<file path="src/hw/rtl/sscs_pkg.sv">
package sscs_pkg;

  // Default sizing of the store
  localparam int DEF_MAX_ENTITIES = 128;
  localparam int DEF_MAX_SLOTS    = 128;
  localparam int DEF_NUM_TYPES    = 8;
  localparam int DEF_RECORD_BITS  = 64;

  // Fixed port widths
  localparam int OP_W       = 2;
  localparam int TYPE_W     = 3;
  localparam int ENT_W      = 7;
  localparam int SLOT_OUT_W = 7;
  localparam int PAYLOAD_W  = 64;
  localparam int STATUS_W   = 2;
  localparam int COUNT_W    = 8;

  // Operation codes
  typedef enum logic [OP_W-1:0] {
    OP_ADD    = 2'd0,
    OP_REMOVE = 2'd1,
    OP_LOOKUP = 2'd2,
    OP_READ   = 2'd3
  } op_e;

  // Result status codes
  localparam logic [STATUS_W-1:0] STS_OK     = 2'd0;
  localparam logic [STATUS_W-1:0] STS_REJECT = 2'd1;
  localparam logic [STATUS_W-1:0] STS_ABSENT = 2'd2;

  // Controller to datapath commands
  typedef struct packed {
    logic clear;   // clear sweep step over the sparse table
    logic accept;  // input beat taken, latch fields
    logic dread;   // sparse entry back, issue dense read
    logic exec;    // dense entry back, do writes, form result
    logic fix;     // repoint moved entity in sparse table
    logic load;    // move result into output register
  } ctrl_cmd_t;

  // Datapath to controller status
  typedef struct packed {
    logic clr_done;
    logic need_fix;
    logic out_free;
  } ctrl_sts_t;

endpackage

</file>
<file path="src/hw/rtl/sscs_ctrl.sv">
module sscs_ctrl (
  input  logic                  clk_i,
  input  logic                  rst_ni,
  input  logic                  in_valid_i,
  output logic                  in_ready_o,
  output sscs_pkg::ctrl_cmd_t   cmd_o,
  input  sscs_pkg::ctrl_sts_t   sts_i
);
  import sscs_pkg::*;

  typedef enum logic [5:0] {
    ST_CLEAR = 6'b000001,
    ST_IDLE  = 6'b000010,
    ST_DREAD = 6'b000100,
    ST_EXEC  = 6'b001000,
    ST_FIX   = 6'b010000,
    ST_DONE  = 6'b100000
  } state_e;

  state_e state_q, state_d;

  // Next state
  always_comb begin
    state_d = state_q;
    case (state_q)
      ST_CLEAR: if (sts_i.clr_done) state_d = ST_IDLE;
      ST_IDLE:  if (in_valid_i) state_d = ST_DREAD;
      ST_DREAD: state_d = ST_EXEC;
      ST_EXEC:  state_d = sts_i.need_fix ? ST_FIX : ST_DONE;
      ST_FIX:   state_d = ST_DONE;
      ST_DONE:  if (sts_i.out_free) state_d = ST_IDLE;
      default:  state_d = ST_CLEAR;
    endcase
  end

  always_ff @(posedge clk_i or negedge rst_ni) begin
    if (!rst_ni) begin
      state_q <= ST_CLEAR;
    end else begin
      state_q <= state_d;
    end
  end

  // Commands
  assign in_ready_o   = (state_q == ST_IDLE);
  assign cmd_o.clear  = (state_q == ST_CLEAR);
  assign cmd_o.accept = (state_q == ST_IDLE) && in_valid_i;
  assign cmd_o.dread  = (state_q == ST_DREAD);
  assign cmd_o.exec   = (state_q == ST_EXEC);
  assign cmd_o.fix    = (state_q == ST_FIX);
  assign cmd_o.load   = (state_q == ST_DONE) && sts_i.out_free;

endmodule

</file>
<file path="config.mk">
export PLATFORM = sky130hd
export DESIGN_NAME = sscs_ctrl
export DESIGN_NICKNAME = d
export VERILOG_FILES = /design/src/hw/rtl/sscs_pkg.sv /design/src/hw/rtl/sscs_ctrl.sv
export SDC_FILE = /design/constraint.sdc
export NUM_CORES = 1
export LEC_CHECK = 0
export BUFFER_PORTS_ARGS = -buffer_cell sky130_fd_sc_hd__clkbuf_2
export CORE_AREA = 2 2 39 41
export CTS_BUF_LIST = sky130_fd_sc_hd__clkbuf_4
export DETAILED_ROUTE_END_ITERATION = 10
export DIE_AREA = 0 0 41 43
export GPL_TIMING_DRIVEN = 0
export PLACE_DENSITY = 0.52
export SKIP_LAST_GASP = 1
export SYNTH_ARGS = -nofsm -noshare
export SYNTH_HDL_FRONTEND = slang
export SYNTH_SLANG_ARGS = --single-unit
</file>
<file path="constraint.sdc">
create_clock -name clk_i -period 1.6 [get_ports clk_i]
set_input_delay 0 -clock clk_i [delete_from_list [all_inputs] [get_ports clk_i]]
set_output_delay 0 -clock clk_i [all_outputs]
set_load 0.005 [all_outputs]
</file>
==> results.sh <==
export IMPL_status="finished, violations left"
export IMPL_violations="setup timing"
export IMPL_yosys_area_top_type_share=0.334
export IMPL_dp_hpwl_um=624
export IMPL_clock_sinks=6
export IMPL_dp_cells=69
export IMPL_power_switching_share=0.340
export IMPL_powerDensity_nw_per_um2=1200
export IMPL_area_growth_pct=52.5
export IMPL_finClkSkew_ps=12.2
export IMPL_rsz0062_at_grt="true"
export IMPL_post_route_util=0.412
export IMPL_drc_errors=0
export IMPL_layout_commonest_cell="clkbuf_2"
export IMPL_totalNegativeSetupSlack_ps=-25.5
export IMPL_coreArea_sq_um=1380
export IMPL_crit_arrival_ps=1750
export IMPL_overflow=0
export IMPL_cpMaxStageDelayCell="or4_4"
export IMPL_first_iter_violations=6
export IMPL_wl_per_cell_um=11.3
export IMPL_slew_headroom=0.850
export IMPL_track_usage=0.131
export IMPL_syn_inst=41
export IMPL_path_cells="or4_4 -> or2_0 -> o221a_1"
export IMPL_power_leakage_nw=0.257
export IMPL_clk_pin_slew_ps=50
export IMPL_p_clk_frac=0.251
export IMPL_critical_path_startpoint_type="flip-flop"
export IMPL_drive_gt1_frac=0.431
export IMPL_timing_final_crit_share=1.02
export IMPL_yosysWarningCount=0
export IMPL_path_class="flip-flop to flip-flop"
export IMPL_insertion_delay_ps=250
export IMPL_yosysTopAreaCell="dfrtp_1"
export IMPL_tritoncts="built"
export IMPL_max_vdd_ir_drop_v=0.000561
export IMPL_ant_nets=0
export IMPL_num_vias=395
export IMPL_critical_path_max_fanout=5
export IMPL_die_w_um=41
export IMPL_synth_cell_type_count=21
export IMPL_cp_data_required_time_ps=1720
export IMPL_cts_inserted_buffers=3
export IMPL_place_congestion=0.790
export IMPL_ys_seq_area_frac=0.405
export IMPL_first_global_vias=339
export IMPL_h_tree_depth=1
export IMPL_top_register="state_q"
export IMPL_fmax_mhz=615
export IMPL_avgSynthCellArea_sq_um=9.12
export IMPL_die_area_sq_um=1760
export IMPL_io_buffers=12
export IMPL_start_util=0.270
export IMPL_largest_reg_flops=6
export IMPL_fin_nets=72
export IMPL_period_minus_slack_ps=1630
export IMPL_critPathCaptureType="flip-flop"
export IMPL_hold_viol_final=0
export IMPL_comb_power_share=0.404
export IMPL_layout_common_cells="clkbuf_2, nor2_1, buf_4, nand2b_1, dfrtp_1"
export IMPL_antenna_found_initial=0
export IMPL_fin_ws_ps=-25.5
export IMPL_reg_top3="state_q x6"
export IMPL_diodes=0
export IMPL_clk_path_buf_depth=2
export IMPL_ys_ff_latch=6
export IMPL_syn_nets=47
export IMPL_p_seq_frac=0.345
export IMPL_num_fill_cells=149
export IMPL_dr_pass1_iters=4
export IMPL_synth_top_cells_by_area="dfrtp_1, nand2b_1, nor2_1"
export IMPL_grt_max_degree=7
export IMPL_fin_cells=81
export IMPL_root_buffer="clkbuf_4"
export IMPL_finalMaxSlewViolations=0
export IMPL_p_int_uw=452
export IMPL_routed_wl_um=916
export IMPL_critPathMaxStageDelay_ps=600
export IMPL_grt_first_pass_wirelength_um=1480
export IMPL_rows=14
export IMPL_dieHeight_um=43
export IMPL_power_switching_uw=233
export IMPL_num_io_pins=13
export IMPL_finalSetupViolCount=1
export IMPL_worst_pin_slew_ps=223
export IMPL_viasPerCell=4.88
export IMPL_synth_area_sq_um=374
export IMPL_hold_path_class="primary input to flip-flop"
export IMPL_cap_violations=0
power groups by stage:
stage	clock (mW)	sequential, mW	combinational (mW)
3_5_place_dp	0	0.231	0.235
4_1_cts	0.178	0.232	0.272
3_3_place_gp	0	0.232	0.238
5_1_grt	0.192	0.241	0.306
2_1_floorplan	0	0.220	0.171
6_report	0.172	0.236	0.277
cell families (layout without fill, tap and decap cells):
group                  count (synthesis)  after routing  share of synthesized area
DFF                                    6              6                      0.405
buffers and inverters                  2             26                     0.0301
and+or+nand+nor                       25             25                      0.398
AOI/OAI and AO/OA                      8              8                      0.167
path summary, 6_finish.rpt:
path	startpoint	cells past startpoint	slack, ps	end
worst max register to register	state_q[2]	3	-30	state_q[1]
worst min-delay path	sts_i[0]	3	90	state_q[5]
worst min register to register	state_q[5]	2	610	state_q[3]
worst max-delay path	state_q[2]	3	-30	state_q[1]
max in group asynchronous	rst_ni	2	1260	state_q[0]
min in group asynchronous	rst_ni	2	100	state_q[3]
critical path: cells and delay by family, from the launching register on:
family / cells / cell delay (ps)
and+or+nand+nor: 2 / 840
AOI/OAI and AO/OA: 1 / 250
DFF: 1 / 410
stage by stage:
| stage | total power [mW] | setup slack, ps | cell area [sq um] | hold slack, ps |
|---|---|---|---|---|
| 2_1_floorplan | 0.391 | 83.8 | 374 | -296 |
| 3_3_place_gp | 0.470 | -0.982 | 454 | -165 |
| 3_5_place_dp | 0.466 | 1.38 | 454 | -163 |
| 4_1_cts | 0.682 | -13.5 | 548 | 73.1 |
| 5_1_grt | 0.740 | -75.9 | 571 | 98.0 |
| 6_report | 0.686 | -25.5 | 571 | 86.9 |
synthesized netlist by cell type:
cell type  n
a311oi_1   1
inv_1      1
buf_4      1
or3_1      1
or2_0      1
dfrtp_1    5
dfstp_2    1
o32ai_1    1
nand2b_1   5
nor2_1     8
nor3_1     1
o22ai_1    1
or2b_1     1
o21a_1     2
and2_1     4
a211oi_1   1
or4_1      1
o221a_1    1
a21oi_1    1
nand3b_1   1
or4_4      2
metal layers:
| layer | share of wire | GRT usage | wire length, um | vias up |
|---|---|---|---|---|
| met2 | 0.42 | 0.166 | 383 | 17 |
| met1 | 0.47 | 0.172 | 430 | 175 |
| met3 | 0.081 | 0.0471 | 74 | 4 |
| li1 | - | - | - | 199 |
| met5 | 0 | 0 | 0 | - |
| met4 | 0.029 | 0.100 | 27 | 0 |
cell type report:
class	instances	area, sq um	area share
sequential	6	151	0.265
tap	16	20.0	0.0351
inverter	1	3.75	0.00658
timing repair buffer	20	128	0.224
multi-input combinational	33	230	0.404
buffer	1	7.51	0.0132
clock buffer	4	30.0	0.0526
repair_timing:
item	4_1_cts	5_1_grt
gates cloned	0	0
endpoints found under the setup margin	4	4
hold buffers	3	0
buffers inserted	2	3
resized for setup	5	0
pin swaps	3	3
endpoints found under the hold margin	9	0
Power figures use the tool's default switching activity.
